## src/ptc_pkg.sv

```systemverilog
// ----------------------------------------------------------------------------
// ptc_pkg
// Shared types, constants and arithmetic helpers for the pressure and
// temperature compensation block.
// ----------------------------------------------------------------------------
package ptc_pkg;

    localparam int RAW_W     = 20;
    localparam int WORD_W    = 32;
    localparam int CFG_IDX_W = 3;

    localparam int MID_DEPTH_DEF = 16;
    localparam int OUT_DEPTH_DEF = 32;

    // quotient bits resolved by each divider stage
    localparam int DIV_BITS = 8;

    localparam logic [63:0] FINE_OFFS = 64'd128000;
    localparam logic [63:0] P_BASE    = 64'd1048576;
    localparam logic [63:0] P_SCALE   = 64'd3125;
    localparam logic [63:0] ONE_47    = 64'h0000_8000_0000_0000;
    localparam logic [31:0] ROUND_HALF = 32'd128;

    localparam logic [CFG_IDX_W-1:0] IDX_T1_T2 = 3'd0;
    localparam logic [CFG_IDX_W-1:0] IDX_T3_P1 = 3'd1;
    localparam logic [CFG_IDX_W-1:0] IDX_P2_P3 = 3'd2;
    localparam logic [CFG_IDX_W-1:0] IDX_P4_P5 = 3'd3;
    localparam logic [CFG_IDX_W-1:0] IDX_P6_P7 = 3'd4;
    localparam logic [CFG_IDX_W-1:0] IDX_P8_P9 = 3'd5;

    typedef struct packed {
        logic        [15:0] t1;
        logic signed [15:0] t2;
        logic signed [15:0] t3;
        logic        [15:0] p1;
        logic signed [15:0] p2;
        logic signed [15:0] p3;
        logic signed [15:0] p4;
        logic signed [15:0] p5;
        logic signed [15:0] p6;
        logic signed [15:0] p7;
        logic signed [15:0] p8;
        logic signed [15:0] p9;
    } cal_t;

    typedef struct packed {
        logic [31:0] fine;
        logic [31:0] temp;
        logic [19:0] adc_p;
    } mid_item_t;

    typedef struct packed {
        logic [31:0] temp;
        logic [31:0] press;
        logic        dz;
    } out_item_t;

    function automatic logic [31:0] sra32(input logic [31:0] x, input int unsigned n);
        return 32'($signed(x) >>> n);
    endfunction

    function automatic logic [63:0] sra64(input logic [63:0] x, input int unsigned n);
        return 64'($signed(x) >>> n);
    endfunction

    function automatic logic [63:0] sx64(input logic signed [15:0] v);
        return 64'(v);
    endfunction

endpackage

```

## src/ptc_front.sv

```systemverilog
// ----------------------------------------------------------------------------
// ptc_front
// Accepts raw sample pairs and computes fine temperature and temperature.
// ----------------------------------------------------------------------------
module ptc_front #(
    parameter int MID_DEPTH = 16
) (
    input  logic                         clk,
    input  logic                         rst_n,
    input  logic                         push,
    output logic                         full,
    input  logic [ptc_pkg::RAW_W-1:0]    raw_temperature,
    input  logic [ptc_pkg::RAW_W-1:0]    raw_pressure,
    input  ptc_pkg::cal_t                cal,
    input  logic                         mid_pop,
    output logic                         mid_push,
    output ptc_pkg::mid_item_t           mid_item
);
    import ptc_pkg::*;

    localparam int CNT_W = $clog2(MID_DEPTH + 1);

    logic [CNT_W-1:0] cnt_reg;
    logic [5:0]       vld_reg;
    logic             accept;

    logic [19:0] adc_t_reg;
    logic [19:0] adcp_reg [6];
    logic [17:0] d1, d1_reg;
    logic [16:0] d2, d2_reg;
    logic signed [33:0] pa_full, dd_full;
    logic signed [47:0] pb_full;
    logic [31:0] pa_reg, dd_reg, a_reg, pb_reg, fine_reg, fine5_reg, temp_reg;

    // count every request in flight or queued so the middle queue never overflows
    assign full   = (cnt_reg == CNT_W'(MID_DEPTH));
    assign accept = push && !full;

    always_ff @(posedge clk or negedge rst_n)
    begin
        if (!rst_n)
        begin
            cnt_reg <= '0;
            vld_reg <= '0;
        end
        else
        begin
            cnt_reg <= cnt_reg + CNT_W'(accept) - CNT_W'(mid_pop);
            vld_reg <= {vld_reg[4:0], accept};
        end
    end

    assign d1      = {1'b0, adc_t_reg[19:3]} - {1'b0, cal.t1, 1'b0};
    assign d2      = {1'b0, adc_t_reg[19:4]} - {1'b0, cal.t1};
    assign pa_full = $signed(d1_reg) * cal.t2;
    assign dd_full = $signed(d2_reg) * $signed(d2_reg);
    assign pb_full = $signed(sra32(dd_reg, 12)) * cal.t3;

    always_ff @(posedge clk)
    begin
        adc_t_reg   <= raw_temperature;
        adcp_reg[0] <= raw_pressure;
        for (int i = 1; i < 6; i++)
        begin
            adcp_reg[i] <= adcp_reg[i-1];
        end
        d1_reg    <= d1;
        d2_reg    <= d2;
        pa_reg    <= pa_full[31:0];
        dd_reg    <= dd_full[31:0];
        a_reg     <= sra32(pa_reg, 11);
        pb_reg    <= pb_full[31:0];
        fine_reg  <= a_reg + sra32(pb_reg, 14);
        fine5_reg <= fine_reg;
        temp_reg  <= sra32(fine_reg + (fine_reg << 2) + ROUND_HALF, 8);
    end

    assign mid_push       = vld_reg[5];
    assign mid_item.fine  = fine5_reg;
    assign mid_item.temp  = temp_reg;
    assign mid_item.adc_p = adcp_reg[5];

endmodule

```

## config.mk

```make
export PLATFORM = sky130hd
export DESIGN_NAME = ptc_front
export DESIGN_NICKNAME = d
export VERILOG_FILES = /design/src/ptc_pkg.sv /design/src/ptc_front.sv
export SDC_FILE = /design/constraint.sdc
export NUM_CORES = 2
export LEC_CHECK = 0
export ABC_AREA = 1
export BUFFER_PORTS_ARGS = -buffer_cell sky130_fd_sc_hd__buf_2
export CORE_AREA = 2 2 281 283
export CTS_BUF_LIST = sky130_fd_sc_hd__clkbuf_8
export DETAILED_ROUTE_END_ITERATION = 7
export DIE_AREA = 0 0 283 285
export PLACE_DENSITY_LB_ADDON = 0.25
export REMOVE_ABC_BUFFERS = 1
export SLEW_MARGIN = 10
export SYNTH_ARGS = -nofsm -noshare
export SYNTH_HDL_FRONTEND = slang
export SYNTH_SLANG_ARGS = --single-unit
```

## constraint.sdc

```tcl
create_clock -name clk -period 14.7 [get_ports clk]
set_clock_uncertainty 0.1 [all_clocks]
set_input_delay 0 -clock clk [delete_from_list [all_inputs] [get_ports clk]]
set_output_delay 0 -clock clk [all_outputs]
set_load 0.005 [all_outputs]
```

==> results.json <==
{
  "drive_gt1_frac": 0.0558,
  "min-delay-start": "push",
  "synth_largest_area_cell": "fa_1",
  "syn_avg_cell_area_um2": 8.15,
  "num_rows": 103,
  "grt_first_pass_wirelength_mm": 170,
  "relSlewSlack": 0.354,
  "drt-initial-drc-count": 1688,
  "critical_path_class": "reg2reg",
  "wl_mm": 100,
  "postSynth.asyncResetShare": 0.0350,
  "ant_nets": 0,
  "clock-sinks": 314,
  "core_area_um2": 78000,
  "gp_congestion": 0.940,
  "cp_slowest_cell": "dfxtp_1",
  "drv_cap": 0,
  "track_usage": 0.261,
  "finalWorstSetupSlack_ns": 7.80,
  "hpwl_mm": 78.6,
  "ys.flop_type": "dfxtp_1",
  "first_pass_iters": 6,
  "routed_via_density": 4.95,
  "initial_core_util": 0.544,
  "reg2reg_from": "d1_reg[17]",
  "grt_pass1_vias": 34700,
  "setup_violations": 0,
  "die_w_um": 283,
  "status": "finished, final reports clean",
  "worstPathArrival_ns": 7.28,
  "synth-seq-cells": 314,
  "path_cells": "buf_4 -> nand2_1 -> inv_1 -> fa_1 -> inv_1 -> fa_1 -> fa_1 -> inv_1 -> fa_1 -> inv_1 -> fa_1 -> inv_1 -> fa_1 -> ha_1 -> inv_1 -> nor3_1 -> nand2_1 -> nor2_1 -> nand2_1 -> nand2_1 -> inv_1 -> nand2_1 -> nand2_1",
  "drc": 0,
  "yosys_warnings": 0,
  "cts_buffers": 50,
  "cp-start-kind": "register",
  "syn-cell-area_um2": 42400,
  "setup.worst_path.start": "d1_reg[17]",
  "via_count": 32000,
  "cts_setup_buffers": 0,
  "antenna_found_initial": 2,
  "clkLatencyLatePin_ns": 0.68,
  "finalCritPeriodShare": 0.470,
  "cts.path.max_buffers": 3,
  "tns_ns": 0,
  "fin_nets": 6757,
  "routedWlPerCell_um": 15.5,
  "syn-instance-count": 5208,
  "tightest_slew_ns": 0.967,
  "path_clk_slew_ns": 0.06,
  "slowest_delay_ns": 0.80,
  "ys_seq_area_frac": 0.149,
  "use_met3": 0.0313,
  "cts_tree": "built",
  "endpoint_kind": "register",
  "finalHoldViolations": 0,
  "clock-root-buffer": "clkbuf_8",
  "die_y_um": 285,
  "crit_fanout": 23,
  "synth_edf_count": 0,
  "grt_max_degree": 36,
  "layout_common_cells": "inv_1, nand2_1, fa_1",
  "ios": 322,
  "dieArea_um2": 80700,
  "rsz0062_at_grt": "no",
  "grt_util_met1": 0.328,
  "synthTopCellsByArea": "fa_1, dfxtp_1, inv_1",
  "netlist-cell-type-count": 47,
  "final_core_util": 0.592,
  "port_buffers": 174,
  "holdCritPathClass": "in2reg",
  "yosysTopAreaCellShare": 0.385,
  "largest_register_ffs": 120,
  "grt-ovfl-total": 0,
  "drv_slew": 0,
  "layout_min_cycle_time_ns": 6.90,
  "required_ns": 15.08,
  "met2_usage": 0.466,
  "mostFrequentLayoutCell": "inv_1",
  "synthToLayoutAreaGrowth_pct": 8.78,
  "pre_cts_ws_ns": 7.92,
  "grt_busiest_layer": "met2",
  "max_freq_mhz": 145,
  "crit_top_cell": "inv_1",
  "cts_max_level": 2
}
==> final cells by class <==
type                       count  area (um2)
antenna                        1        2.50
clock buffer                  61         840
clock inverter                26         289
fill                        7131       31800
inverter                    1548        5810
multi-input combinational   3171       29500
sequential                   314        6350
tap                         1050        1310
timing repair buffer         292        2020
==> cells by family after synthesis <==
family | share of synthesized area
fa+ha+maj | 0.482
simple gates | 0.150
buf+inv | 0.155
flops | 0.149
xor+xnor | 0.0223
compound gates | 0.0416
==> worst max-delay path: cells and delay by family, from the launching register on <==
kind,cells,cell delay (ns)
and+or+nand+nor,8,1.16
adders and majority gates,7,3.56
buffers and inverters,8,1.10
DFF,1,0.80
==> worst paths after layout <==
| kind | endpoint | slack, ns | depth (start not counted) |
|---|---|---|---|
| max | dd_reg[31] | 7.80 | 23 |
| min | vld_reg[0] | 0.09 | 4 |
| max reg2reg | dd_reg[31] | 7.80 | 23 |
| min reg2reg | a_reg[19] | 0.21 | 0 |
| max in group asynchronous | cnt_reg[2] | 13.89 | 3 |
| min in group asynchronous | vld_reg[4] | 0.29 | 3 |
==> what timing repair did <==
item / in CTS / in global routing
endpoints found under the hold margin: 69 / 0
hold buffers: 106 / 0
resized for setup: 0 / 0
==> synthesized netlist by cell type (all sizes together) (5+ instances only) <==
master  instances
dfrtp          11
o21a           12
inv          1548
nor3           27
nand4          22
xnor2          28
o211ai          5
a31oi           7
xor2           80
nand3b          8
dfxtp         303
a21o           21
nand2        1217
o21bai         15
or2            10
nand3         110
nor2          203
o21ai          80
fa            817
clkbuf        129
ha            327
a21oi         163
buf            46
==> layer usage <==
metal	up-vias	routed length [um]
met2	953	50700
met3	212	5620
li1	15200	-
met5	-	0
met1	15600	40600
met4	0	3280
==> per-stage QoR <==
stage	area [um2]	instances	hold WS [ns]
2_1_floorplan	41700	5033	-0.396
5_1_grt	46200	6463	0.0697
4_1_cts	46200	6462	0.0186
3_5_place_dp	44000	6269	-0.221
3_3_place_gp	44000	6269	-0.224
6_report	46200	6463	0.0909
Power is left out: the tool's default activity adds up to more than one toggle a clock period on the data nets, which glitch-free logic cannot reach.
