--- config.mk ---
export PLATFORM = sky130hd
export DESIGN_NAME = ptc_fifo
export DESIGN_NICKNAME = d
export VERILOG_FILES = /design/src/ptc_fifo.sv
export SDC_FILE = /design/constraint.sdc
export NUM_CORES = 1
export LEC_CHECK = 0
export ABC_CLOCK_PERIOD_IN_PS = 4330
export BUFFER_PORTS_ARGS = -buffer_cell sky130_fd_sc_hd__clkbuf_2
export CORE_ASPECT_RATIO = 1.5
export CORE_MARGIN = 1.5
export CORE_UTILIZATION = 65
export CTS_CLUSTER_DIAMETER = 50
export DETAILED_ROUTE_END_ITERATION = 7
export PLACE_DENSITY = 0.88
export SETUP_SLACK_MARGIN = 0.1
export SYNTH_ARGS = -nofsm -noshare
export SYNTH_HDL_FRONTEND = slang
export SYNTH_SLANG_ARGS = --single-unit
--- constraint.sdc ---
create_clock -name clk -period 4.33 [get_ports clk]
set_input_delay 0.866 -clock clk [delete_from_list [all_inputs] [get_ports clk]]
set_output_delay 0.866 -clock clk [all_outputs]
set_load 0.01 [all_outputs]
--- src/ptc_fifo.sv ---
// ----------------------------------------------------------------------------
// ptc_fifo
// Small register-file queue with first-word fall-through read.
// ----------------------------------------------------------------------------
module ptc_fifo #(
    parameter int DEPTH = 16,
    parameter int WIDTH = 8
) (
    input  logic             clk,
    input  logic             rst_n,
    input  logic             push,
    input  logic [WIDTH-1:0] wdata,
    input  logic             pop,
    output logic [WIDTH-1:0] rdata,
    output logic             empty,
    output logic [$clog2(DEPTH+1)-1:0] level
);
    localparam int PTR_W = (DEPTH > 1) ? $clog2(DEPTH) : 1;
    localparam int LVL_W = $clog2(DEPTH + 1);

    logic [WIDTH-1:0] mem [DEPTH];
    logic [PTR_W-1:0] wr_ptr_reg, wr_ptr_next;
    logic [PTR_W-1:0] rd_ptr_reg, rd_ptr_next;
    logic [LVL_W-1:0] level_reg, level_next;

    always_comb
    begin
        wr_ptr_next = wr_ptr_reg;
        rd_ptr_next = rd_ptr_reg;
        if (push)
        begin
            wr_ptr_next = (wr_ptr_reg == PTR_W'(DEPTH - 1)) ? '0 : wr_ptr_reg + 1'b1;
        end
        if (pop)
        begin
            rd_ptr_next = (rd_ptr_reg == PTR_W'(DEPTH - 1)) ? '0 : rd_ptr_reg + 1'b1;
        end
        level_next = level_reg + LVL_W'(push) - LVL_W'(pop);
    end

    always_ff @(posedge clk or negedge rst_n)
    begin
        if (!rst_n)
        begin
            wr_ptr_reg <= '0;
            rd_ptr_reg <= '0;
            level_reg  <= '0;
        end
        else
        begin
            wr_ptr_reg <= wr_ptr_next;
            rd_ptr_reg <= rd_ptr_next;
            level_reg  <= level_next;
        end
    end

    always_ff @(posedge clk)
    begin
        if (push)
        begin
            mem[wr_ptr_reg] <= wdata;
        end
    end

    assign rdata = mem[rd_ptr_reg];
    assign empty = (level_reg == '0);
    assign level = level_reg;

endmodule

==> reports/metrics.csv, run 1 <==
metric,value,unit
syn_to_final_growth,15.58,%
mostFrequentLayoutCells,"edfxtp_1 (128), mux2i_1 (25), clkbuf_2 (25)",
period_minus_slack,3.382,ns
grt_pass1_vias,3155,
cp-end-kind,primary output,
drt_wl_total,12710,µm
leakagePower,2.395,nW
power.density,691.1,nW/µm²
grt_max_degree,25,
placed_area,5996,µm²
dieArea,9469,µm²
grt_usage,0.2940,
arrival,2.52,ns
numCtsBuffers,17,
diodes,0,
hold_violations,0,
ys_seq_area_frac,0.7220,
h-tree-depth,4,
final_core_util,0.7837,
cts_root_buffer,clkbuf_16,
synth_cell_types,33,
clk_pin_slew,0.06,ns
antenna_found_initial,0,
nNetsFinal,367,
r2r_start,rd_ptr_reg[1],
clock_path_buffers,2,
synth_warnings,0,
drv_cap,0,
crit_end,rdata[5],
num_io_pins,26,
rsz0062_at_grt,no,
nFillCells,420,
syn_inst,308,
cts_num_sinks,141,
finalSetupViolCount,0,
cts_tree,built,
ff2ff_path_depth,5,
gp_congestion,0.7981,
ys_ff_latch,141,
grt_pass1_wl,18760,µm
synth_fp_nets,332,
overflow,0,
holdBufCountCts,0,
criticalPathCategory,flop to primary output,
fmax,295.7,MHz
drc,0,
setup_tns,0,ns
outcome,"complete, no violations",
max_slew_margin,0.2782,
post-route-period-util,0.7811,
dp_hpwl,7022,µm
critPathRequiredTime,3.46,ns
synth_top_cell_by_area,edfxtp_1,
dieHeight,118.4,µm
skew,0.009562,ns
layout_commonest_cell,edfxtp_1,
place.port_buffers,25,
postCtsSetupBuffers,0,
synth_top_area_share,0.6657,
min_path_type,input port to asynchronous set/reset pin,
drt_iter0_drc,338,
hold_ws,0.3354,ns
rows,41,
vias,3104,
critPathLaunchType,flop,
ir_worst_vdd,515.9,µV
finalInstanceArea,6674,µm²
synth_area_leaders,"edfxtp_1 (67%), mux4_1 (5.9%), dfrtp_1 (5.6%), mux2i_1 (4.3%), mux4_2 (4.3%)",
r2r_end,rd_ptr_reg[3],
finalMaxSlewViolations,0,
worst_slew_pin_slew,1.079,ns
die_w,79.96,µm
initial_core_util,0.6781,
clock_latency,0.43,ns
cp_max_fo,23,
rrSetupSlack,2.18,ns
ctsResizeCount,0,
syn_area,5774,µm²
vias_per_cell,6.704,
syn_area_per_cell,18.75,µm²
drtAntennaViolNets,0,
dr.pass1.iters,5,
cp-startpoint,rd_ptr_reg[1],
core,8516,µm²
drive_above_1_share,0.2191,
wl_per_cell,27.44,µm
largest_reg_flops,128,
metal layers:
metal / track usage / up-vias / share of wire
met5: 0 / - / 0
met4: 0.1401 / 0 / 0.037
met3: 0.06564 / 41 / 0.066
met2: 0.4821 / 176 / 0.53
met1: 0.3683 / 1583 / 0.37
li1: - / 1304 / -
power breakdown:
part           switching (mW)  leakage (nW)  internal, mW
clock                   0.567         0.323          1.10
sequential              0.191          1.31          1.67
combinational           0.616         0.763         0.475
Yosys cell counts:
| master | count |
|---|---|
| mux2i_1 | 25 |
| nand3_1 | 2 |
| buf_2 | 4 |
| edfxtp_1 | 128 |
| and2_2 | 1 |
| fa_1 | 1 |
| buf_1 | 2 |
| mux4_2 | 11 |
| clkbuf_1 | 5 |
| xor2_1 | 2 |
| a21oi_1 | 4 |
| nor3_1 | 4 |
| nor2_1 | 14 |
| ha_1 | 11 |
| mux2_2 | 1 |
| buf_12 | 1 |
| o21ai_0 | 5 |
| nor4b_1 | 1 |
| dfrtp_1 | 13 |
| buf_4 | 1 |
| inv_1 | 12 |
| a22oi_1 | 8 |
| nand2_1 | 10 |
| xnor2_1 | 5 |
| a32oi_1 | 8 |
| buf_6 | 2 |
| and2b_2 | 1 |
| nand2b_1 | 2 |
| nand4_1 | 1 |
| o21ai_1 | 8 |
| o21bai_1 | 1 |
| a21o_1 | 1 |
| mux4_1 | 13 |
worst max-delay path: stages, from the launching register on:
cell	delay, ns
dfrtp_2	0.78
buf_4	0.44
mux4_1	0.38
a32oi_1	0.21
o21ai_1	0.13
clkbuf_2	0.15
through the flow:
stage | instances | power [mW] | setup WS [ns]
floorplan | 308 | 2.578 | 2.014
global placement | 431 | 2.878 | 1.492
detailed placement | 431 | 2.931 | 1.433
CTS | 463 | 4.618 | 0.9719
global route | 463 | 4.767 | 0.9100
finish | 463 | 4.612 | 0.9478
worst min-delay path by stage:
stage                          endpoint  depth (start not counted)  slack (ns)     startpoint
after CTS                      level[2]                          1        0.33          rst_n
after global placement    rd_ptr_reg[2]                          1        0.58  rd_ptr_reg[2]
final                          level[2]                          1        0.34          rst_n
after floorplan           rd_ptr_reg[2]                          2        0.56  rd_ptr_reg[2]
after global routing           level[1]                          1        0.35          rst_n
after detailed placement  rd_ptr_reg[2]                          1        0.59  rd_ptr_reg[2]
kinds of logic after synthesis:
family          after synthesis  synth area share
xor+xnor                      7           0.01062
flops                       141            0.7220
mux                          50            0.1473
fa+ha+maj                    12           0.02730
buf+inv                      27           0.02449
simple gates                 36           0.02839
compound gates               35           0.03987
final cells by class:
type                            instances  area [µm²]  share of cell area
Clock buffer                           18       439.2             0.06580
Multi-Input combinational cell        140        1464              0.2193
Clock inverter                         14       239.0             0.03581
Tap cell                              107       133.9             0.02006
Sequential cell                       141        4170              0.6249
Timing Repair Buffer                   31       182.7             0.02737
Inverter                               12       45.04            0.006749
(Power assumes the default switching activity.)
==> run 2: changes to the inputs <==
--- a/config.mk
+++ b/config.mk
@@ -5,14 +5,14 @@
 export SDC_FILE = /design/constraint.sdc
 export NUM_CORES = 1
 export LEC_CHECK = 0
-export ABC_CLOCK_PERIOD_IN_PS = 4330
+export ABC_CLOCK_PERIOD_IN_PS = 3300
 export BUFFER_PORTS_ARGS = -buffer_cell sky130_fd_sc_hd__clkbuf_2
 export CORE_ASPECT_RATIO = 1.5
 export CORE_MARGIN = 1.5
-export CORE_UTILIZATION = 65
+export CORE_UTILIZATION = 61
 export CTS_CLUSTER_DIAMETER = 50
 export DETAILED_ROUTE_END_ITERATION = 7
-export PLACE_DENSITY = 0.88
+export PLACE_DENSITY = 0.83
 export SETUP_SLACK_MARGIN = 0.1
 export SYNTH_ARGS = -nofsm -noshare
 export SYNTH_HDL_FRONTEND = slang
==> constraint.sdc (replaced) <==
create_clock -name clk -period 3.3 [get_ports clk]
set_input_delay 0.66 -clock clk [delete_from_list [all_inputs] [get_ports clk]]
set_output_delay 0.66 -clock clk [all_outputs]
set_load 0.01 [all_outputs]
==> run 2 against run 1 <==
Wire length fell by 9.2%. Register-to-register slack got worse by 0.87 ns. Clock skew shrank 0.0022 ns. Die area increased by 6.4%. Largest cell class unchanged. Largest power group unchanged.
==> reports/metrics.csv, run 2 (synthesis gave the netlist of run 1 again) <==
metric,value,unit
drt_wl_total,11530,µm
cp_max_fo,27,
hold_ws,0.1472,ns
grt_usage,0.2651,
mostFrequentLayoutCells,"edfxtp_1 (128), mux2i_1 (25), clkbuf_2 (25)",
multi_input_area,1464,µm²
clock_latency,0.41,ns
place.port_buffers,25,
rows,43,
grt_pass1_vias,3026,
power,5.849,mW
post-route-period-util,0.8685,
final_core_util,0.7222,
cts_root_buffer,clkbuf_16,
finalSetupViolCount,0,
min_path_type,input port to asynchronous set/reset pin,
hold_violations,0,
drive_above_1_share,0.2123,
ff_latch_area,4170,µm²
gp_congestion,0.7687,
initial_core_util,0.6276,
h-tree-depth,4,
power.density,880.4,nW/µm²
fin_ws,0.4340,ns
dr.pass1.iters,5,
die_w,82.44,µm
placed_area,6017,µm²
period_minus_slack,2.866,ns
cts_num_sinks,141,
r2r_end,mem[12][0],
antenna_found_initial,0,
worst_slew_pin_slew,0.9609,ns
fmax,348.9,MHz
rsz0062_at_grt,no,
ff2ff_path_depth,4,
stdcell_count,470,
drc,0,
outcome,"complete, no violations",
cp-end-kind,primary output,
dp_hpwl,7271,µm
finalInstanceArea,6644,µm²
drtAntennaViolNets,0,
wl_per_cell,24.54,µm
arrival,2.21,ns
dieArea,10070,µm²
drt_iter0_drc,349,
postCtsSetupBuffers,0,
vias_per_cell,6.311,
criticalPathCategory,flop to primary output,
setup_tns,0,ns
largest_reg_flops,128,
grt_pass1_wl,17600,µm
num_io_pins,26,
dieHeight,122.2,µm
dpl.cell_count,438,
rrSetupSlack,1.31,ns
diodes,0,
syn_to_final_growth,15.06,%
nFillCells,535,
ctsResizeCount,0,
leakagePower,2.390,nW
ir_worst_vdd,695.9,µV
place_ws,0.8929,ns
core,9200,µm²
nNetsFinal,369,
numCtsBuffers,17,
overflow,0,
drv_cap,0,
vias,2966,
holdBufCountCts,0,
grt_max_degree,28,
r2r_start,wr_ptr_reg[0],
critPathLaunchType,flop,
finalMaxSlewViolations,0,
critPathRequiredTime,2.64,ns
max_slew_margin,0.3571,
clock_path_buffers,2,
clk_pin_slew,0.05,ns
skew,0.007328,ns
cts_tree,built,
layout_commonest_cell,edfxtp_1,
==> run 2: cell types whose count changed in the layout (fill, tap and decap cells not counted), sizes merged <==
| cell | previous run | this run |
|---|---|---|
| buf | 6 | 8 |
| bufinv | 6 | 5 |
| clkinv | 4 | 7 |
| clkinvlp | 3 | 1 |
==> run 2: worst max-delay path by stage <==
| stage | from | endpoint | slack, ns | depth (start not counted) |
|---|---|---|---|---|
| global route | rd_ptr_reg[1] | rdata[7] | 0.26 | 6 |
| finish | rd_ptr_reg[1] | rdata[7] | 0.43 | 6 |
| CTS | rd_ptr_reg[1] | rdata[7] | 0.39 | 6 |
| floorplan | rd_ptr_reg[1] | rdata[6] | 1.19 | 5 |
| global placement | rd_ptr_reg[0] | rdata[3] | 0.92 | 5 |
| detailed placement | rd_ptr_reg[1] | rdata[6] | 0.89 | 6 |
==> run 2: critical path, cell delays in order (launching register included) <==
cell	delay, ns
dfrtp_2	0.64
buf_12	0.27
mux2i_1	0.10
a22oi_1	0.27
mux2i_1	0.14
o21ai_1	0.21
clkbuf_2	0.16
==> run 2: area by class of cell <==
| type | count | share of cell area |
|---|---|---|
| inverter | 12 | 0.006780 |
| multi-input combinational | 140 | 0.2203 |
| clock inverter | 14 | 0.02976 |
| tap | 112 | 0.02109 |
| timing repair buffer | 33 | 0.02976 |
| clock buffer | 18 | 0.06460 |
| sequential | 141 | 0.6277 |
==> run 2: where the power goes <==
| group | internal [mW] | leakage [nW] | total [mW] | switching, mW |
|---|---|---|---|---|
| logic | 0.634 | 0.773 | 1.43 | 0.795 |
| clock network | 1.33 | 0.306 | 2.01 | 0.678 |
| registers | 2.19 | 1.31 | 2.41 | 0.226 |
==> run 2: layer usage <==
layer / GRT usage / share of wire / vias to the layer above
met5: 0 / 0 / -
li1: - / - / 1311
met3: 0.08464 / 0.074 / 26
met2: 0.4273 / 0.54 / 171
met1: 0.3133 / 0.36 / 1458
met4: 0.1388 / 0.029 / 0
==> run 3: changes to the inputs <==
--- a/config.mk
+++ b/config.mk
@@ -5,14 +5,14 @@
 export SDC_FILE = /design/constraint.sdc
 export NUM_CORES = 1
 export LEC_CHECK = 0
-export ABC_CLOCK_PERIOD_IN_PS = 3300
+export ABC_CLOCK_PERIOD_IN_PS = 3100
 export BUFFER_PORTS_ARGS = -buffer_cell sky130_fd_sc_hd__clkbuf_2
 export CORE_ASPECT_RATIO = 1.5
 export CORE_MARGIN = 1.5
-export CORE_UTILIZATION = 61
+export CORE_UTILIZATION = 51
 export CTS_CLUSTER_DIAMETER = 50
 export DETAILED_ROUTE_END_ITERATION = 7
-export PLACE_DENSITY = 0.83
+export PLACE_DENSITY = 0.72
 export SETUP_SLACK_MARGIN = 0.1
 export SYNTH_ARGS = -nofsm -noshare
 export SYNTH_HDL_FRONTEND = slang
==> constraint.sdc (replaced) <==
create_clock -name clk -period 3.1 [get_ports clk]
set_input_delay 0.62 -clock clk [delete_from_list [all_inputs] [get_ports clk]]
set_output_delay 0.62 -clock clk [all_outputs]
set_load 0.01 [all_outputs]
==> run 3 against run 2 <==
Clock power decreased by 4%. Design area is 1.1% higher. Largest power group unchanged. Non-clock buffer count increased by 11. First-iteration DRC count shrank 25%. Sequential share of layout area down 0.63 points. Critical endpoint is now rdata[4]. Sequential power up 5%. Wire length rose by 4.8%. Critical path depth stayed put. Final cell count up 9.4%. Clock-buffer cell count decreased by 1. Via count increased by 2.1%.
==> reports/metrics.csv, run 3 (synthesis gave the netlist of run 1 again) <==
metric,value,unit
outcome,"complete, no violations",
core,11060,µm²
postCtsSetupBuffers,0,
critPathLaunchType,flop,
nFillCells,838,
leakagePower,2.421,nW
finalSetupViolCount,0,
placed_area,6156,µm²
die_w,89.88,µm
vias_per_cell,5.893,
dieHeight,133.3,µm
h-tree-depth,4,
critPathMaxStageDelay,0.67,ns
grt_pass1_wl,18370,µm
drtAntennaViolNets,0,
overflow,0,
syn_to_final_growth,16.29,%
layout_commonest_cell,edfxtp_1,
largest_reg_flops,128,
hold_violations,0,
finalMaxSlewViolations,0,
cts_num_sinks,141,
rsz0062_at_grt,no,
num_io_pins,26,
skew,0.003847,ns
holdBufCountCts,0,
max_slew_margin,0.4368,
cp-end-kind,primary output,
cp_num_buf_inv,2,
grt_max_degree,31,
critical_path.top_delay_family,flip-flops,
initial_core_util,0.5223,
critPathRequiredTime,2.48,ns
rows,47,
hold_ws,0.1166,ns
dr.pass1.iters,5,
ctsResizeCount,0,
diodes,0,
place_ws,0.6512,ns
worst_slew_pin_slew,0.8417,ns
gp_congestion,0.7949,
drc,0,
drt_wl_total,12090,µm
period_minus_slack,2.772,ns
crit_chain,buf_12 > mux2i_1 > a22oi_1 > a32oi_1 > o21ai_1 > clkbuf_2,
fmax,360.8,MHz
dp_hpwl,7584,µm
grt_usage,0.2170,
fin_ws,0.3284,ns
setup_tns,0,ns
numCtsBuffers,17,
critPathSlowestCell,dfrtp_4,
criticalPathCategory,flop to primary output,
cp_max_fo,24,
nNetsFinal,380,
wl_per_cell,23.53,µm
ir_worst_vdd,593.1,µV
power.density,905.5,nW/µm²
min_path_type,input port to asynchronous set/reset pin,
arrival,2.15,ns
antenna_found_initial,0,
finalInstanceArea,6715,µm²
drive_above_1_share,0.2234,
drt_iter0_drc,263,
clock_latency,0.41,ns
place.port_buffers,25,
mostFrequentLayoutCells,"edfxtp_1 (128), mux2i_1 (25), clkbuf_2 (25)",
dieArea,11980,µm²
vias,3029,
cts_tree,built,
drv_cap,0,
clk_pin_slew,0.05,ns
cts_root_buffer,clkbuf_16,
grt_pass1_vias,3061,
post-route-period-util,0.8941,
clock_path_buffers,2,
power,6.081,mW
-- run 3: layout make-up --
type                    instances  area (µm²)  area share
clock buffers                  17       425.4     0.06335
clock inverters                13       131.4     0.01956
inverters                      12       45.04    0.006708
multi-input cells             140        1464      0.2180
flip-flops and latches        141        4173      0.6214
well taps                     147       183.9     0.02739
repair buffers                 44       292.8     0.04360
-- run 3: path summary, 6_finish.rpt --
kind / from / to / slack (ns) / cells after the start
worst max-delay path: rd_ptr_reg[1] / rdata[4] / 0.33 / 6
worst min-delay path: rst_n / level[2] / 0.12 / 1
worst max register to register: level[0] / level[4] / 1.19 / 10
worst min register to register: wr_ptr_reg[1] / wr_ptr_reg[3] / 0.64 / 2
max in group asynchronous: rst_n / rd_ptr_reg[1] / 2.68 / 1
min in group clk: pop / rd_ptr_reg[0] / 0.53 / 2
-- run 3: power by group --
group,switching [mW],internal [mW],total (mW)
combinational,0.897,0.719,1.62
sequential,0.210,2.33,2.54
clock,0.694,1.23,1.92
-- run 3: through the flow --
step,utilization,cells
3_5_place_dp,0.5568,484
6_report,0.6074,514
2_1_floorplan,-,308
4_1_cts,0.6072,514
5_1_grt,0.6074,514
3_3_place_gp,0.5568,484
-- run 3: metal layers --
layer	vias to the layer above	routed length [µm]	GRT usage
li1	1321	-	-
met1	1591	4511	0.2499
met2	96	6724	0.3880
met3	21	556	0.04852
met4	0	301	0.09524
met5	-	0	0
